--- src/rtl/unpremultiply_srgb_encode_pixel_core_defines.svh ---
// Assertion macros for the pixel encode core.
// Depends on a clock named clk_i and an active-low reset named rst_ni in scope.
`ifndef UNPREMULTIPLY_SRGB_ENCODE_PIXEL_CORE_DEFINES_SVH
`define UNPREMULTIPLY_SRGB_ENCODE_PIXEL_CORE_DEFINES_SVH

// Check a property on every clock edge outside reset
`define USP_ASSERT(lbl, prop, msg) \
  lbl: assert property (@(posedge clk_i) disable iff (!rst_ni) (prop)) else $error(msg);

// Check that a cause implies an effect in the next cycle
`define USP_ASSERT_NEXT(lbl, cause, effect, msg) \
  lbl: assert property (@(posedge clk_i) disable iff (!rst_ni) (cause) |=> (effect)) \
    else $error(msg);

`endif

--- src/rtl/usp_pkg.sv ---
// Shared types, constants and tables for the pixel encode core.
// No dependencies.
package usp_pkg;

  // Ratio precision of the unpremultiply divide
  localparam int unsigned RatioBits = 12;
  localparam int unsigned FullScale = (1 << RatioBits) - 1;
  // Pipeline depth of one color lane: load, one stage per quotient bit, eight search stages
  localparam int unsigned LaneLat = RatioBits + 9;
  localparam int unsigned AddrLat = 2;

  localparam logic [7:0] GrayCode = 8'd187;
  localparam logic [7:0] Opaque   = 8'd255;

  // Last ratio on the linear segment of the curve
  localparam longint unsigned LinLast = (64'd31308 * FullScale) / 64'd10000000;
  localparam longint unsigned LinDen  = 64'd10 * FullScale;

  typedef logic [RatioBits-1:0] ratio_t;
  typedef ratio_t thr_tab_t [256];

  typedef struct packed {
    logic [23:0] addr;
    logic        oof;
  } side_t;

  // Smallest ratio whose encoded value reaches code k on the power segment
  function automatic thr_tab_t build_thr();
    thr_tab_t   tab;
    real        base;
    real        t;
    longint     n;
    for (int k = 0; k < 256; k++) begin
      base = (real'(k) / 255.0 + 0.055) / 1.055;
      t    = real'(FullScale) * (base ** 2.4);
      n    = longint'($rtoi(t));
      if (real'(n) < t) n = n + 1;
      if (k == 255 || n > longint'(FullScale)) n = longint'(FullScale);
      tab[k] = ratio_t'(n);
    end
    return tab;
  endfunction

  localparam thr_tab_t ThrTab = build_thr();

  // Code on the linear segment, ratio at most LinLast
  function automatic logic [7:0] lin_code(ratio_t q);
    longint unsigned c;
    c = (64'd32946 * longint'(q)) / LinDen;
    return (c > 64'd255) ? 8'd255 : c[7:0];
  endfunction

endpackage

--- src/rtl/usp_lane.sv ---
// One color lane: clamp, pipelined restoring divide, pipelined threshold search.
// Depends on usp_pkg.
module usp_lane (
  input  logic        clk_i,
  input  logic        rst_ni,
  input  logic        en_i,
  input  logic [31:0] sum_i,
  input  logic [31:0] weight_i,
  output logic [7:0]  code_o
);

  localparam int unsigned Rb = usp_pkg::RatioBits;

  logic [31:0]  dr_q [Rb+1];
  logic [31:0]  wt_q [Rb+1];
  logic [Rb-1:0] dq_q [Rb+1];
  logic         full_q [Rb+1];
  logic         zero_q [Rb+1];

  logic [Rb-1:0] sq_q [8];
  logic [7:0]    sc_q [8];
  logic          sz_q [8];

  logic [31:0] x;
  assign x = (sum_i < weight_i) ? sum_i : weight_i;

  // Load: clamp the sum to the weight
  always_ff @(posedge clk_i) begin
    if (en_i) begin
      dr_q[0]   <= x;
      wt_q[0]   <= weight_i;
      dq_q[0]   <= '0;
      full_q[0] <= (x >= weight_i);
      zero_q[0] <= (weight_i == 32'd0);
    end
  end

  // Divide: one quotient bit per stage, remainder stays at or below the weight
  for (genvar i = 1; i <= Rb; i++) begin : g_div
    logic [32:0] t;
    logic        ge;
    assign t  = {dr_q[i-1], 1'b0};
    assign ge = (t >= {1'b0, wt_q[i-1]});
    always_ff @(posedge clk_i) begin
      if (en_i) begin
        dr_q[i]   <= ge ? 32'(t - {1'b0, wt_q[i-1]}) : t[31:0];
        wt_q[i]   <= wt_q[i-1];
        dq_q[i]   <= {dq_q[i-1][Rb-2:0], ge};
        full_q[i] <= full_q[i-1];
        zero_q[i] <= zero_q[i-1];
      end
    end
  end

  // Search: set one code bit per stage, MSB first, against the threshold table
  for (genvar j = 0; j < 8; j++) begin : g_srch
    logic [Rb-1:0] q_in;
    logic [7:0]    c_in;
    logic          z_in;
    logic [7:0]    cand;
    if (j == 0) begin : g_first
      assign q_in = full_q[Rb] ? Rb'(usp_pkg::FullScale) : dq_q[Rb];
      assign c_in = 8'd0;
      assign z_in = zero_q[Rb];
    end else begin : g_rest
      assign q_in = sq_q[j-1];
      assign c_in = sc_q[j-1];
      assign z_in = sz_q[j-1];
    end
    assign cand = c_in | (8'd1 << (7 - j));
    always_ff @(posedge clk_i) begin
      if (en_i) begin
        sq_q[j] <= q_in;
        sc_q[j] <= (q_in >= usp_pkg::ThrTab[cand]) ? cand : c_in;
        sz_q[j] <= z_in;
      end
    end
  end

  // Pick gray, linear segment or power segment code
  always_comb begin
    if (sz_q[7]) begin
      code_o = usp_pkg::GrayCode;
    end else if (32'(sq_q[7]) <= 32'(usp_pkg::LinLast)) begin
      code_o = usp_pkg::lin_code(sq_q[7]);
    end else begin
      code_o = sc_q[7];
    end
  end

  logic unused_rst;
  assign unused_rst = rst_ni;

endmodule

--- config.mk ---
export PLATFORM = sky130hd
export DESIGN_NAME = usp_lane
export DESIGN_NICKNAME = d
export VERILOG_FILES = /design/src/rtl/unpremultiply_srgb_encode_pixel_core_defines.svh /design/src/rtl/usp_pkg.sv /design/src/rtl/usp_lane.sv
export SDC_FILE = /design/constraint.sdc
export NUM_CORES = 2
export LEC_CHECK = 0
export BUFFER_PORTS_ARGS = -buffer_cell sky130_fd_sc_hd__buf_2
export CORE_MARGIN = 10
export CORE_UTILIZATION = 60
export CTS_CLUSTER_SIZE = 14
export DETAILED_ROUTE_END_ITERATION = 12
export GPL_TIMING_DRIVEN = 0
export PLACE_DENSITY = 0.76
export SLEW_MARGIN = 40
export SYNTH_ARGS = -nofsm -noshare
export SYNTH_HDL_FRONTEND = slang
export SYNTH_SLANG_ARGS = --single-unit
--- constraint.sdc ---
create_clock -name clk_i -period 33.5 [get_ports clk_i]
set_input_delay 10.05 -clock clk_i [delete_from_list [all_inputs] [get_ports clk_i]]
set_output_delay 10.05 -clock clk_i [all_outputs]
set_load 0.005 [all_outputs]
======== Word level (Yosys, flattened, before mapping) ========
Memories as Yosys holds them, arrays and structs flattened.
Index checks and enable logic that the tools add are counted.
word-level totals
  memories kept ........................... 15
  ROM bits ................................ 21504
  output and inout port bits .............. 8
  register bits after elaboration ......... 0
  bits in writable memories ............... 1182
  word-level logic and storage cells ...... 109
  bits of input ports ..................... 67
memory list
  memory           words  width  rd ports  clocked after Yosys merged registers in  write ports  RTL line        text
  (no name shown)  256    12     1         0                                        0            usp_lane.sv:74  sc_q[j] <= (q_in >= usp_pkg::ThrTab[cand]) ? cand : c_in;
  (no name shown)  256    12     1         0                                        0            usp_lane.sv:74
  (no name shown)  256    12     1         0                                        0            usp_lane.sv:74
  (no name shown)  256    12     1         0                                        0            usp_lane.sv:74
  (no name shown)  256    12     1         0                                        0            usp_lane.sv:74
  (no name shown)  256    12     1         0                                        0            usp_lane.sv:74
  +9 memories      n/a    n/a    n/a       n/a                                      n/a          n/a
operators by class
  muxes and demuxes ....................... 41
  multiply operators ...................... 1
  divide/modulo/power cells ............... 1
  $add $sub $neg .......................... 12
  order comparisons ....................... 31
  reductions and logical operators ........ 1
  bitwise gates (word level) .............. 7
operator list
  kind                    count
  $mux 32                 13
  $ge 33x32->1            12
  $sub 32x32->32          12
  $mux 12                 15
  $ge 12x12->1            7
  $div 28x16->64 const B  1
  $gt 64x8->1 const B     1
  $ge 9x9->1 const B      7
  $not 8->9               7
  $ge 32x32->1            1
  $logic_not 32->1        1
  $lt 32x32->1            1
  $mux 8                  4
  $mul 15x12->27 const A  1
  $ge 12x10->1 const B    1
  $le 12x4->1 const B     1
  $mux 7                  1
  $mux 6                  1
  $mux 5                  1
  $mux 4                  1
  $mux 1                  3
  $mux 3                  1
  $mux 2                  1

======== Depth between registers and ports, before layout ========
An unclocked memory read counts as a cell.
  depth after elaboration ................. 7
  depth in mapped cells ................... 88
  depth with buffers taken out ............ 68

======== Least setup slack after synthesis ========
No wires, ideal clock.
  path type ............................... reg2out
  from .................................... mem sq_q[3][19] in the netlist's numbering
  to ...................................... out code_o[0]
  setup slack ............................. 4.131 ns
  required time ........................... 23.450 ns
  buffers on the path ..................... 8
  cell stages (with the launch flop) ...... 76
  arrival time ............................ 19.319 ns
  cells stage by stage .................... edfxtp_1 inv_1 ha_1 ha_1 inv_1 fa_1 inv_1 fa_1 ha_1 ha_1 clkbuf_1 o211ai_1 o211a_1 o221ai_1 o21a_1 nand2_1 a21oi_1 nand4b_1 [40 not listed] nor3_1 a211o_1 o41ai_4 or3_1 buf_6 nand2_1 a32o_1 a311o_2 mux2i_1 o41a_1 nor4_4 nand4_2 nand2_4 nor2_2 or3_1 a211oi_1 nand4_1 a41oi_2
RTL lines
  what             RTL line        text
  start, declared  usp_lane.sv:20  logic [Rb-1:0] sq_q [8];
  end, declared    usp_lane.sv:9   output logic [7:0] code_o

==> impl_metrics.py <==
metrics = {
    "status": {
        "status": "completed",
    },
    "logic_synthesis": {
        "synth_top_area_cell": "edfxtp_1",
        "synth_warnings": 0,
        "synth_nets": 8585,
        "ys.flop_type": "edfxtp_1",
        "synth-seq-area-share_pct": 41.4,
        "yosys.area.top_type_share_pct": 41.4,
        "synth_area_leaders": "edfxtp_1 (41%), ha_1 (11%), a21oi_1 (5.9%)",
        "netlist_area_um2": 73300,
        "ys_types": 137,
        "netlist_instances": 7849,
        "syn_area_per_cell_um2": 9.34,
        "ys_seq_elements": 1012,
        "async_reset_ff_share_pct": 0,
        "synth-edff-count": 1012,
    },
    "worst_setup_path": {
        "slowest_delay_ns": 0.70,
        "crit_path_top_delay_cell": "or3_1",
        "required_ns": 23.45,
        "path_max_fanout": 10,
        "r2r_start": "wt_q[0][1]",
        "cp_data_arrival_time_ns": 22.74,
        "crit_cells": 77,
        "path_buf_inv": 16,
        "reg2reg_depth": 38,
        "path_class": "flip-flop to output pin",
        "end_kind": "output pin",
        "critical_path.most_common_cell": "buf_4",
        "cp-startpoint": "sq_q[3][22]",
        "startpoint_type": "flip-flop",
        "crit_family": "compound AO/OA/AOI/OAI gates",
    },
    "global_route": {
        "grt_pass1_wl_mm": 310,
        "grt_antenna_before_repair": 1,
        "grt_pass1_vias": 57940,
        "track_usage_pct": 27.8,
        "grt-ovfl-total": 0,
        "grt_max_degree": 120,
    },
    "worst_hold_path": {
        "hold_path_class": "flip-flop to flip-flop",
        "holdPathStages": 0,
        "hold_start": "dq_q[0][48]",
    },
    "floorplanning": {
        "initial_core_util_pct": 60.3,
        "pin_count": 75,
        "coreArea_um2": 122000,
        "die_h_um": 370,
        "num_rows": 128,
        "die_w_um": 370,
        "die_area_um2": 137000,
    },
    "sta": {
        "holdWs_ns": 0.384,
        "tns_ns": 0,
        "fin_crit_sh_pct": 97.9,
        "slew_headroom_pct": 37.2,
        "slew_viol_final": 0,
        "report.final.hold_viol_count": 0,
        "skew_ns": 0.0764,
        "tightest_slew_ns": 0.936,
        "fmax_ghz": 0.0305,
        "period_minus_slack_ns": 32.79,
        "setup_viol": 0,
    },
    "route": {
        "drt_iter0_drc": 5952,
        "vias": 60717,
        "routed_wl_mm": 198,
        "antenna_left": 0,
        "dr.pass1.iters": 9,
        "wl_per_cell_um": 20.2,
        "route.detailed.drc": 0,
        "via_per_inst": 6.19,
    },
    "placed_design": {
        "hpwl_mm": 152,
        "io_buffers": 73,
        "gp_congestion": 1.00,
        "place_area_um2": 76100,
    },
    "cells_and_area": {
        "antenna_cells": 0,
        "seq_area_um2": 30400,
        "multi_input_area_um2": 39200,
        "nFillCells": 9499,
        "design_area_um2": 80900,
        "nNetsFinal": 8829,
        "area_delta_synth_final_pct": 10.3,
        "drive_above_1_share_pct": 8.38,
    },
    "cts": {
        "clock_latency_ns": 0.74,
        "cts_buffer_depth": 3,
        "clk_pin_slew_worst_paths_ns": 0.06,
        "htree_num_levels": 3,
        "postCtsHoldBufs": 0,
        "clock-sinks": 1012,
        "cts_tree": "done",
        "numCtsBuffers": 104,
        "clock_tree.root_cell": "clkbuf_16",
    },
    "run": {
        "cap_viol_max_count": 0,
    },
}
## repair_timing
item                       4_1_cts  5_1_grt
setup endpoints to repair        2        2
pin swaps                        6       20
gates resized for setup         54      125
buffers inserted                13       45
## cell families (layout without fill, tap and decap cells)
| family | count (synthesis) | count (layout) | synth area share [%] |
|---|---|---|---|
| and+or+nand+nor | 2375 | 2375 | 16.8 |
| muxes | 96 | 96 | 1.45 |
| buffers and inverters | 1226 | 1556 | 6.41 |
| AOI/OAI and AO/OA | 2125 | 2125 | 17.9 |
| xor gates and xnor gates | 346 | 346 | 4.24 |
| adders and majority gates | 669 | 669 | 11.7 |
| DFF | 1012 | 1012 | 41.4 |
## cell type report
| class | count | share of cell area [%] |
|---|---|---|
| Inverter | 980 | 4.55 |
| Buffer | 241 | 1.30 |
| Multi-Input combinational cell | 5611 | 48.4 |
| Clock inverter | 71 | 0.919 |
| Sequential cell | 1012 | 37.6 |
| Timing Repair Buffer | 143 | 1.38 |
| Tap cell | 1625 | 2.51 |
| Clock buffer | 121 | 3.32 |
## state kept, by name, summed over array words and instances (netlist names)
register / count
dq_q: 78
dr_q: 384
full_q: 13
sz_q: 8
zero_q: 13
wt_q: 384
sc_q: 36
sq_q: 96
## layer usage
| metal | track usage (%) | vias up | routed length, um |
|---|---|---|---|
| li1 | - | 28951 | - |
| met1 | 36.3 | 28664 | 82400 |
| met2 | 45.9 | 2570 | 92500 |
| met3 | 3.65 | 532 | 13700 |
| met4 | 12.9 | 0 | 9340 |
| met5 | 0 | - | 0 |
## worst paths after layout
path	end	slack, ns
setup / recovery	code_o[0]	0.71
hold reg to reg	dq_q[0][61]	0.38
setup reg to reg	dr_q[0][46]	25.30
hold / removal	dq_q[0][61]	0.38
## synthesized netlist by cell type, types with 60 or more instances
cell / number
ha_1: 639
inv_1: 974
a21oi_1: 870
a31oi_1: 64
o21ai_0: 494
xnor2_1: 250
edfxtp_1: 1012
nand2b_1: 329
a21o_1: 97
nor2b_1: 93
xor2_1: 87
o211ai_1: 60
nor2_1: 594
nand4_1: 139
nand3_1: 310
clkbuf_1: 185
nand2_1: 410
nor3_1: 127
## metrics by stage
| stage | cells | worst slack, ns | util, % |
|---|---|---|---|
| 2_1_floorplan | 7849 | 4.13 | - |
| 3_3_place_gp | 9547 | -1.41 | 62.3 |
| 3_5_place_dp | 9558 | -1.44 | 62.6 |
| 4_1_cts | 9760 | 0.0289 | 65.7 |
| 5_1_grt | 9804 | -0.137 | 66.5 |
| 6_report | 9804 | 0.711 | 66.5 |
## worst reg2reg max path, delay by kind of cell (launching register included)
kind	cells	cell delay [ns]
AO/OA/AOI/OAI	31	5.99
adder cells (fa/ha/maj)	1	0.38
buffers and inverters	4	0.78
flip-flops	1	0.43
AND/OR/NAND/NOR	2	0.36
## placed cells by master, fill, tap and decap left out, types with 93 or more instances in the layout
cell type / n
clkbuf_16: 105
nor2b_1: 93
clkbuf_1: 179
xnor2_1: 236
inv_1: 974
ha_1: 639
nand4_1: 139
edfxtp_1: 1012
nand3_1: 308
o21ai_0: 486
a21o_1: 97
a21oi_1: 864
nand2b_1: 328
buf_2: 93
nand2_1: 408
nor3_1: 116
nor2_1: 589
Power is left out: the tool's default activity adds up to more than one toggle a clock period on the data nets, which glitch-free logic cannot reach.
