### src/rtl/unpremultiply_srgb_encode_pixel_core_defines.svh
// Assertion macros for the pixel encode core.
// Depends on a clock named clk_i and an active-low reset named rst_ni in scope.
`ifndef UNPREMULTIPLY_SRGB_ENCODE_PIXEL_CORE_DEFINES_SVH
`define UNPREMULTIPLY_SRGB_ENCODE_PIXEL_CORE_DEFINES_SVH

// Check a property on every clock edge outside reset
`define USP_ASSERT(lbl, prop, msg) \
  lbl: assert property (@(posedge clk_i) disable iff (!rst_ni) (prop)) else $error(msg);

// Check that a cause implies an effect in the next cycle
`define USP_ASSERT_NEXT(lbl, cause, effect, msg) \
  lbl: assert property (@(posedge clk_i) disable iff (!rst_ni) (cause) |=> (effect)) \
    else $error(msg);

`endif

### src/rtl/usp_pkg.sv
// Shared types, constants and tables for the pixel encode core.
// No dependencies.
package usp_pkg;

  // Ratio precision of the unpremultiply divide
  localparam int unsigned RatioBits = 12;
  localparam int unsigned FullScale = (1 << RatioBits) - 1;
  // Pipeline depth of one color lane: load, one stage per quotient bit, eight search stages
  localparam int unsigned LaneLat = RatioBits + 9;
  localparam int unsigned AddrLat = 2;

  localparam logic [7:0] GrayCode = 8'd187;
  localparam logic [7:0] Opaque   = 8'd255;

  // Last ratio on the linear segment of the curve
  localparam longint unsigned LinLast = (64'd31308 * FullScale) / 64'd10000000;
  localparam longint unsigned LinDen  = 64'd10 * FullScale;

  typedef logic [RatioBits-1:0] ratio_t;
  typedef ratio_t thr_tab_t [256];

  typedef struct packed {
    logic [23:0] addr;
    logic        oof;
  } side_t;

  // Smallest ratio whose encoded value reaches code k on the power segment
  function automatic thr_tab_t build_thr();
    thr_tab_t   tab;
    real        base;
    real        t;
    longint     n;
    for (int k = 0; k < 256; k++) begin
      base = (real'(k) / 255.0 + 0.055) / 1.055;
      t    = real'(FullScale) * (base ** 2.4);
      n    = longint'($rtoi(t));
      if (real'(n) < t) n = n + 1;
      if (k == 255 || n > longint'(FullScale)) n = longint'(FullScale);
      tab[k] = ratio_t'(n);
    end
    return tab;
  endfunction

  localparam thr_tab_t ThrTab = build_thr();

  // Code on the linear segment, ratio at most LinLast
  function automatic logic [7:0] lin_code(ratio_t q);
    longint unsigned c;
    c = (64'd32946 * longint'(q)) / LinDen;
    return (c > 64'd255) ? 8'd255 : c[7:0];
  endfunction

endpackage

### src/rtl/usp_addr.sv
// Flipped write address and frame check, two register stages.
// Depends on usp_pkg.
module usp_addr (
  input  logic          clk_i,
  input  logic          en_i,
  input  logic [11:0]   column_i,
  input  logic [11:0]   row_i,
  input  logic [12:0]   width_i,
  input  logic [12:0]   height_i,
  output usp_pkg::side_t side_o
);

  logic        oof_q;
  logic [12:0] diff_q;
  logic [12:0] w_q;
  logic [11:0] col_q;
  logic [25:0] sum;

  // Check bounds and flip the row
  always_ff @(posedge clk_i) begin
    if (en_i) begin
      oof_q  <= ({1'b0, column_i} >= width_i) || ({1'b0, row_i} >= height_i);
      diff_q <= 13'(height_i - 13'd1 - {1'b0, row_i});
      w_q    <= width_i;
      col_q  <= column_i;
    end
  end

  assign sum = ({13'd0, diff_q} * {13'd0, w_q}) + {14'd0, col_q};

  // Form the linear index, zero when outside the frame
  always_ff @(posedge clk_i) begin
    if (en_i) begin
      side_o.oof  <= oof_q;
      side_o.addr <= oof_q ? 24'd0 : sum[23:0];
    end
  end

endmodule

### config.mk
export PLATFORM = sky130hd
export DESIGN_NAME = usp_addr
export DESIGN_NICKNAME = d
export VERILOG_FILES = /design/src/rtl/unpremultiply_srgb_encode_pixel_core_defines.svh /design/src/rtl/usp_pkg.sv /design/src/rtl/usp_addr.sv
export SDC_FILE = /design/constraint.sdc
export NUM_CORES = 1
export LEC_CHECK = 0
export BUFFER_PORTS_ARGS = -buffer_cell sky130_fd_sc_hd__buf_2
export CORE_UTILIZATION = 62
export DETAILED_ROUTE_END_ITERATION = 10
export PLACE_DENSITY = 0.86
export SLEW_MARGIN = 10
export SYNTH_ARGS = -nofsm -noshare
export SYNTH_HDL_FRONTEND = slang
export SYNTH_SLANG_ARGS = --single-unit
### constraint.sdc
create_clock -name clk_i -period 6.44 [get_ports clk_i]
set_clock_uncertainty 0.05 [all_clocks]
set_input_delay 1.288 -clock clk_i [delete_from_list [all_inputs] [get_ports clk_i]]
set_output_delay 1.288 -clock clk_i [all_outputs]
set_load 0.005 [all_outputs]
-- After elaboration in Yosys (flattened, before gate mapping)
Index checks and enable logic that the tools add are counted.
- bits in registers: 64
- bits of input ports: 52
- add/sub/neg operators: 3
- multipliers: 1
- order comparisons: 2
- reductions and logical operators: 1
- operator list (operator ; number):
    $ge A12 B13 Y1 ; 2
    $add A24 B12 Y24 ; 1
    $mul A13 B13 Y24 ; 1
    $sub A13 B1 Y13 const B ; 1
    $sub A13 B12 Y13 ; 1
    $logic_or A1 B1 Y1 ; 1

-- Longest topological paths before layout
Gate-level depths: netlist (run 1).
- depth in word-level cells: 2
- mapped depth: 22
- gate-level depth less buffers: 21

-- Worst setup path after synthesis (run 1)
No wires, ideal clock.
- path type: register to register
- start point: register w_q[4]
- end point: register side_o[17] (netlist name), data pin
- setup time: 0.266 ns
- arrival: 5.262 ns
- data required time: 6.124 ns
- slack: 0.862 ns
- stages on the path, launching flop included: 22
- buffers on the path: 1
- period minus slack after synthesis: 5.578 ns
- cells stage by stage: edfxtp_1 -> clkbuf_1 -> nand2_1 -> fa_1 -> inv_1 -> fa_1 -> inv_1 -> fa_1 -> inv_1 -> fa_1 -> fa_1 -> inv_1 -> fa_1 -> inv_1 -> ha_1 -> a21o_1 -> a31oi_1 -> o21ai_0 -> or2_1 -> a31oi_1 -> xor2_1 -> nor2_1
- cells in the longest elaborated chain, start to end: 2
- RTL lines (element ; line ; source):
    from (decl) ; usp_addr.sv:15 ; logic [12:0] w_q;
    from (signal assigned) ; usp_addr.sv:24 ; w_q <= width_i;
    $mul A13 B13 Y24 ; usp_addr.sv:29 ; assign sum = ({13'd0, diff_q} * {13'd0, w_q}) + {14'd0, col_q};
    $add A24 B12 Y24 ; usp_addr.sv:29 ;
    to (decl) ; usp_addr.sv:10 ; output usp_pkg::side_t side_o
No other way between the ends.
A chain may end at the register's enable or synchronous reset.

-- Worst setup path after layout (run 1)
- start point: register diff_q[7]
- end point: register side_o[22] (netlist name), data pin
- cells in the longest elaborated chain, start to end: 2
- RTL lines (element ; line ; source):
    from (decl) ; usp_addr.sv:14 ; logic [12:0] diff_q;
    from (signal assigned) ; usp_addr.sv:23 ; diff_q <= 13'(height_i - 13'd1 - {1'b0, row_i});
    $mul A13 B13 Y24 ; usp_addr.sv:29 ;
    $add A24 B12 Y24 ; usp_addr.sv:29 ;
No other way between the ends.

==> summary.md, run 1 <==
| Metric | Value |
|---|---|
| Root buffer selected by CTS | `clkbuf_16` |
| Dpl hpwl | `14,600 um` |
| Max FO, Critical Path | `13` |
| Launching element type of the critical path | `flop` |
| Run status | `completed` |
| Count of flip-flops with a built-in enable after synthesis | `64` |
| Pin count of the biggest net entering global routing | `65` |
| Max transition margin | `0.381` |
| Area inside the core boundary | `14,000 um2` |
| Via count of the first global-routing pass | `6,435` |
| Horizontal die dimension | `122 um` |
| CTS H-tree depth | `3` |
| Commonest non-fill, non-tap cells in the layout | `182 x inv_1, 129 x fa_1, 115 x ha_1` |
| Row count | `43` |
| Capturing point of the worst reg2reg path | `side_o[22]` |
| Full die area | `14,900 um2` |
| Startpoint of the worst setup timing path | `diff_q[7]` |
| Wire length of the first global-routing pass | `29,900 um` |
| Vias after detailed routing | `6,273` |
| GRT Overall Usage | `0.262` |
| # Max-Cap Violations | `0` |
| Wirelength per Cell | `15.4 um` |
| Starting density of the core | `0.640` |
| Growth of design area from synthesis to finish | `8.79%` |
| Setup Crit Path Kind | `reg2reg` |
| Aggregate negative setup slack | `0 ps` |
| CTS tree | `done` |
| Largest cells by area after synthesis | `fa_1 29%, edfxtp_1 21%, ha_1 16%` |
| Data arrival time of the critical path | `5970 ps` |
| Count of mapped cells out of synthesis | `904` |
| Final-stage net count | `1,260` |
| Post-DRT Antenna Nets | `0` |
| Total standard cell area after synthesis | `8950 um2` |
| Clock tree sinks | `64` |
| Setup bufs post-CTS | `0` |
| Post-synth top area share | `0.289` |
| Average via count per standard cell | `5.47` |
| Ratio of cells with drive above 1 in the final layout | `0.101` |
| Share of the cycle needed by the critical path after routing | `0.929` |
| Endpoints failing hold | `0` |
| Number of endpoints failing setup at the final stage | `0` |
| Initial DRC Count | `388` |
| Deepest clock path buffer count | `2` |
| Number of buffers inserted for hold repair after clock tree synthesis | `0` |
| Synthesized netlist net count | `1,200` |
| Hold/Removal Path Class | `reg2reg` |
| Logic depth of the worst register-to-register path | `19` |
| Timing-limited maximum frequency | `167 MHz` |
| Worst setup path endpoint | `side_o[22]` |
| Mean area per synthesized cell | `9.90 um2` |
| Total inserted antenna cells | `0` |
| Sequential fraction of the synthesis area | `0.215` |
| Worst Max-Slew Pin Slew | `929 ps` |
| Number of buffers created by CTS | `9` |
| Final wirelength | `17,700 um` |
| Critical R2R Launch | `diff_q[7]` |
| Number of storage elements in the synthesis netlist | `64` |
| Total iterations of the first detailed-routing run | `5` |
| Yosys warning total | `0` |
| Most common flop cell mapped by yosys | `edfxtp_1` |
| Clock latency reported for the late side of the worst-skew pair | `330 ps` |
| Final period demand of the worst path | `5980 ps` |
| I/O pin total | `77` |
| Number of unique standard cell types used by synthesis | `41` |
| Clock-pin slew of the registers on the worst-case setup and hold paths | `50 ps` |
| DRC | `0` |
| Kind of end point of the critical path | `flop` |
| Reg-to-reg slack, setup | `460 ps` |
| Port buffer count | `76` |
| Initial antenna violation count | `0` |
| Global-route congestion overflow total | `0` |
| Height of the die | `122 um` |
| End-of-flow core utilization | `0.696` |
| Data required time at the worst endpoint | `6430 ps` |
| GP Congestion | `0.927` |
| Post-CTS sizing | `0` |
| Yosys top cell by area | `fa_1` |
| Leading cell type in the layout, fill and taps excluded | `inv_1` |
| Max Transition Viols Final | `0` |
| RSZ-0062 raised after global routing | `false` |
| Share of async-settable or async-resettable flops after synthesis | `0` |
cell type report:
type	count	area [um2]
Clock buffer	9	225
Clock inverter	5	50.0
Fill cell	1036	4250
Inverter	183	687
Multi-Input combinational cell	628	6230
Sequential cell	64	1920
Tap cell	180	225
Timing Repair Buffer	78	395
cell usage after synthesis (2+ instances only):
| master | n |
|---|---|
| a211o_1 | 4 |
| a211oi_1 | 8 |
| a21o_1 | 15 |
| a21oi_1 | 32 |
| a31oi_1 | 4 |
| and2_1 | 86 |
| and3_1 | 2 |
| clkbuf_1 | 29 |
| edfxtp_1 | 64 |
| fa_1 | 129 |
| ha_1 | 115 |
| inv_1 | 182 |
| nand2_1 | 98 |
| nand2b_1 | 4 |
| nand3_1 | 5 |
| nand4_1 | 4 |
| nor2_1 | 29 |
| nor2b_1 | 5 |
| nor3_1 | 6 |
| o211ai_1 | 4 |
| o21a_1 | 4 |
| o21ai_0 | 12 |
| o21ai_1 | 7 |
| o21bai_1 | 5 |
| o31ai_1 | 2 |
| or3_1 | 2 |
| xnor2_1 | 25 |
| xor2_1 | 9 |
routing by layer:
metal  up-vias  GRT usage  share of wire  wire length, um
met3        33     0.0314          0.058             1020
li1       2968          -              -                -
met1      3039      0.343           0.43             7640
met2       233      0.448           0.49             8620
met4         0     0.0968          0.024              419
met5         -          0              0                0
critical path, stage by stage, from the launching register on:
cell	delay, ps
edfxtp_1	570
and2_1	270
fa_1	530
inv_1	50
fa_1	480
inv_1	50
fa_1	510
inv_1	70
fa_1	530
inv_1	50
fa_1	490
fa_1	410
ha_1	400
a21oi_1	100
o211ai_1	170
o211ai_1	190
a211o_1	350
a31oi_1	210
xnor2_1	140
nor2_1	50
flip-flops by register name, indices dropped and copies added, names as in the netlist:
register	cells
col_q	12
diff_q	13
oof_q	1
side_o	25
w_q	13
logic make-up after synthesis:
family,count (synthesis),synth area share
and+or+nand+nor,245,0.135
adders and majority gates,244,0.449
buffers and inverters,212,0.0889
AOI/OAI and AO/OA,105,0.0783
DFF,64,0.215
xor gates and xnor gates,34,0.0333
through the flow:
step | std cells | setup WS (ps) | instance area [um2] | hold slack, ps
after floorplan | 904 | 862 | 8950 | 488
after global placement | 1133 | 666 | 9460 | 598
after detailed placement | 1133 | 478 | 9460 | 615
after CTS | 1147 | 492 | 9740 | 627
after global routing | 1147 | 127 | 9740 | 667
final | 1147 | 458 | 9740 | 627
worst min path at each step:
stage                         from        end  slack, ps  cells after the start
after floorplan              oof_q  side_o[0]        490                      0
after global placement    col_q[0]  side_o[1]        600                      2
after detailed placement  col_q[0]  side_o[1]        620                      2
after CTS                 col_q[0]  side_o[1]        630                      2
after global routing      col_q[0]  side_o[1]        670                      2
final                     col_q[0]  side_o[1]        630                      2
Power of run 1 is not shown: default switching activity piles up to over one toggle a cycle in this logic, so the estimate is an artifact.
==> run 2: changes to the inputs <==
--- a/config.mk
+++ b/config.mk
@@ -6,5 +6,5 @@
 export NUM_CORES = 1
 export LEC_CHECK = 0
-export BUFFER_PORTS_ARGS = -buffer_cell sky130_fd_sc_hd__buf_2
+export BUFFER_PORTS_ARGS = -buffer_cell sky130_fd_sc_hd__clkbuf_2
 export CORE_UTILIZATION = 62
 export DETAILED_ROUTE_END_ITERATION = 10
==> constraint.sdc (replaced) <==
create_clock -name clk_i -period 6.44 [get_ports clk_i]
set_clock_uncertainty 0.05 [all_clocks]
set_input_delay 0.966 -clock clk_i [delete_from_list [all_inputs] [get_ports clk_i]]
set_output_delay 0.966 -clock clk_i [all_outputs]
set_load 0.005 [all_outputs]
==> run 2 against run 1 <==
Critical path depth unchanged. Routed wire length rose by 1.6%. First-iteration DRC count is 6.7% higher. Sequential share of layout area decreased by 0.076 points. Cell count increased by 0.17%. Hold slack about the same. Final area rose by 0.39%. Critical path type unchanged. Critical endpoint unchanged.
==> summary.md, run 2 (synthesis results as in run 1) <==
| Metric | Value |
|---|---|
| Total of fill cells in the finished design | `1,029 (was 1,036)` |
| Timing-limited maximum frequency | `166 MHz (was 167 MHz)` |
| GRT Overall Usage | `0.271 (was 0.262)` |
| Commonest non-fill, non-tap cells in the layout | `182 x inv_1, 129 x fa_1, 115 x ha_1 (unchanged)` |
| Number of buffers inserted for hold repair after clock tree synthesis | `0 (unchanged)` |
| Capturing point of the worst reg2reg path | `side_o[22] (unchanged)` |
| Wirelength per Cell | `15.7 um (was 15.4 um)` |
| Worst Min Path Start | `col_q[0] (unchanged)` |
| Initial antenna violation count | `0 (unchanged)` |
| Data arrival time of the critical path | `6020 ps (was 5970 ps)` |
| # Max-Cap Violations | `0 (unchanged)` |
| Starting density of the core | `0.640 (unchanged)` |
| Final-stage net count | `1,260 (unchanged)` |
| Kind of end point of the critical path | `flop (unchanged)` |
| Post-DRT Antenna Nets | `0 (unchanged)` |
| Setup bufs post-CTS | `0 (unchanged)` |
| CTS tree | `done (unchanged)` |
| CTS H-tree depth | `3 (unchanged)` |
| Max Transition Viols Final | `0 (unchanged)` |
| Growth of design area from synthesis to finish | `9.21% (was 8.79%)` |
| Total inserted antenna cells | `0 (unchanged)` |
| Initial DRC Count | `414 (was 388)` |
| Setup Crit Path Kind | `reg2reg (unchanged)` |
| Via count of the first global-routing pass | `6,616 (was 6,435)` |
| Reg-to-reg slack, setup | `420 ps (was 460 ps)` |
| Number of endpoints failing setup at the final stage | `0 (unchanged)` |
| Max transition margin | `0.376 (was 0.381)` |
| Deepest clock path buffer count | `2 (unchanged)` |
| Worst min-delay path endpoint | `side_o[1] (unchanged)` |
| Number of buffers created by CTS | `9 (unchanged)` |
| Share of the cycle needed by the critical path after routing | `0.935 (was 0.929)` |
| Area inside the core boundary | `14,000 um2 (unchanged)` |
| Clock-pin slew of the registers on the worst-case setup and hold paths | `60 ps (was 50 ps)` |
| Final wirelength | `18,000 um (was 17,700 um)` |
| Dpl hpwl | `14,700 um (was 14,600 um)` |
| Sequential standard cell area | `1920 um2 (unchanged)` |
| DRC | `0 (unchanged)` |
| Full die area | `14,900 um2 (unchanged)` |
| Logic depth of the worst register-to-register path | `19 (unchanged)` |
| Root buffer selected by CTS | `clkbuf_16 (unchanged)` |
| Horizontal die dimension | `122 um (unchanged)` |
| Total iterations of the first detailed-routing run | `5 (unchanged)` |
| Flip-flop count of the largest register, all copies and words added | `25 (unchanged)` |
| RSZ-0062 raised after global routing | `false (unchanged)` |
| Area of combinational cells with multiple inputs | `6230 um2 (unchanged)` |
| Critical R2R Launch | `diff_q[7] (unchanged)` |
| Worst Max-Slew Pin Slew | `936 ps (was 929 ps)` |
| I/O pin total | `77 (unchanged)` |
| Port buffer count | `76 (unchanged)` |
| Post-CTS sizing | `0 (unchanged)` |
| Run status | `completed (unchanged)` |
| Clock tree sinks | `64 (unchanged)` |
| Final-layout worst hold slack | `627 ps (about the same)` |
| Average via count per standard cell | `5.45 (was 5.47)` |
| Global-route congestion overflow total | `0 (unchanged)` |
| Top flop regs | `side_o: 25 flops, diff_q: 13 flops, w_q: 13 flops (unchanged)` |
| Final period demand of the worst path | `6020 ps (was 5980 ps)` |
| Leading cell type in the layout, fill and taps excluded | `inv_1 (unchanged)` |
| Hold Path Depth | `2 (unchanged)` |
| Biggest register | `side_o (unchanged)` |
| Data required time at the worst endpoint | `6440 ps (was 6430 ps)` |
| Hold/Removal Path Class | `reg2reg (unchanged)` |
| Pin count of the biggest net entering global routing | `65 (unchanged)` |
| End-of-flow core utilization | `0.699 (was 0.696)` |
| GP Congestion | `0.918 (was 0.927)` |
| Vias after detailed routing | `6,266 (was 6,273)` |
| Clock latency reported for the late side of the worst-skew pair | `340 ps (was 330 ps)` |
| Aggregate negative setup slack | `0 ps (unchanged)` |
| Ratio of cells with drive above 1 in the final layout | `0.103 (was 0.101)` |
| Endpoints failing hold | `0 (unchanged)` |
| Wire length of the first global-routing pass | `30,600 um (was 29,900 um)` |
| Max FO, Critical Path | `13 (unchanged)` |
| Height of the die | `122 um (unchanged)` |
| Launching element type of the critical path | `flop (unchanged)` |
| Row count | `43 (unchanged)` |
-- run 2: layout make-up --
type                    instances  share of cell area
repair buffers                 78              0.0405
inverters                     183              0.0703
flip-flops and latches         64               0.197
well taps                     180              0.0230
multi-input cells             628               0.638
clock buffers                  10              0.0234
clock inverters                 6             0.00858
-- run 2: worst max-delay path: stages, from the launching register on --
cell      delay (ps)
edfxtp_1         570
and2_1           260
fa_1             540
inv_1             50
fa_1             480
inv_1             50
fa_1             500
inv_1             60
fa_1             530
inv_1             50
fa_1             490
fa_1             430
ha_1             400
a21oi_1          110
o211ai_1         170
o211ai_1         200
a211o_1          350
a31oi_1          220
xnor2_1          150
nor2_1            60
-- run 2: metrics by stage --
stage | area [um2] | setup WS (ps) | cells
floorplan | 8950 | 862 | 904
global placement | 9460 | 655 | 1133
detailed placement | 9460 | 416 | 1133
CTS | 9770 | 430 | 1149
global route | 9770 | 93.2 | 1149
finish | 9770 | 420 | 1149
-- run 2: how the worst max path moves through the flow --
stage,start,end,slack (ps),depth (start not counted)
2_1_floorplan,w_q[4],side_o[17],860,21
3_3_place_gp,diff_q[9],side_o[22],660,19
3_5_place_dp,diff_q[7],side_o[22],420,19
4_1_cts,diff_q[7],side_o[22],430,19
5_1_grt,w_q[4],side_o[22],90,20
6_report,diff_q[7],side_o[22],420,19
-- run 2: routing by layer --
layer,vias up,routed length [um],GRT usage
met1,3033,7640,0.339
met4,0,486,0.113
met2,228,8900,0.468
met5,-,0,0
li1,2962,-,-
met3,43,957,0.0412
Power of run 2 is left out for the same reason.
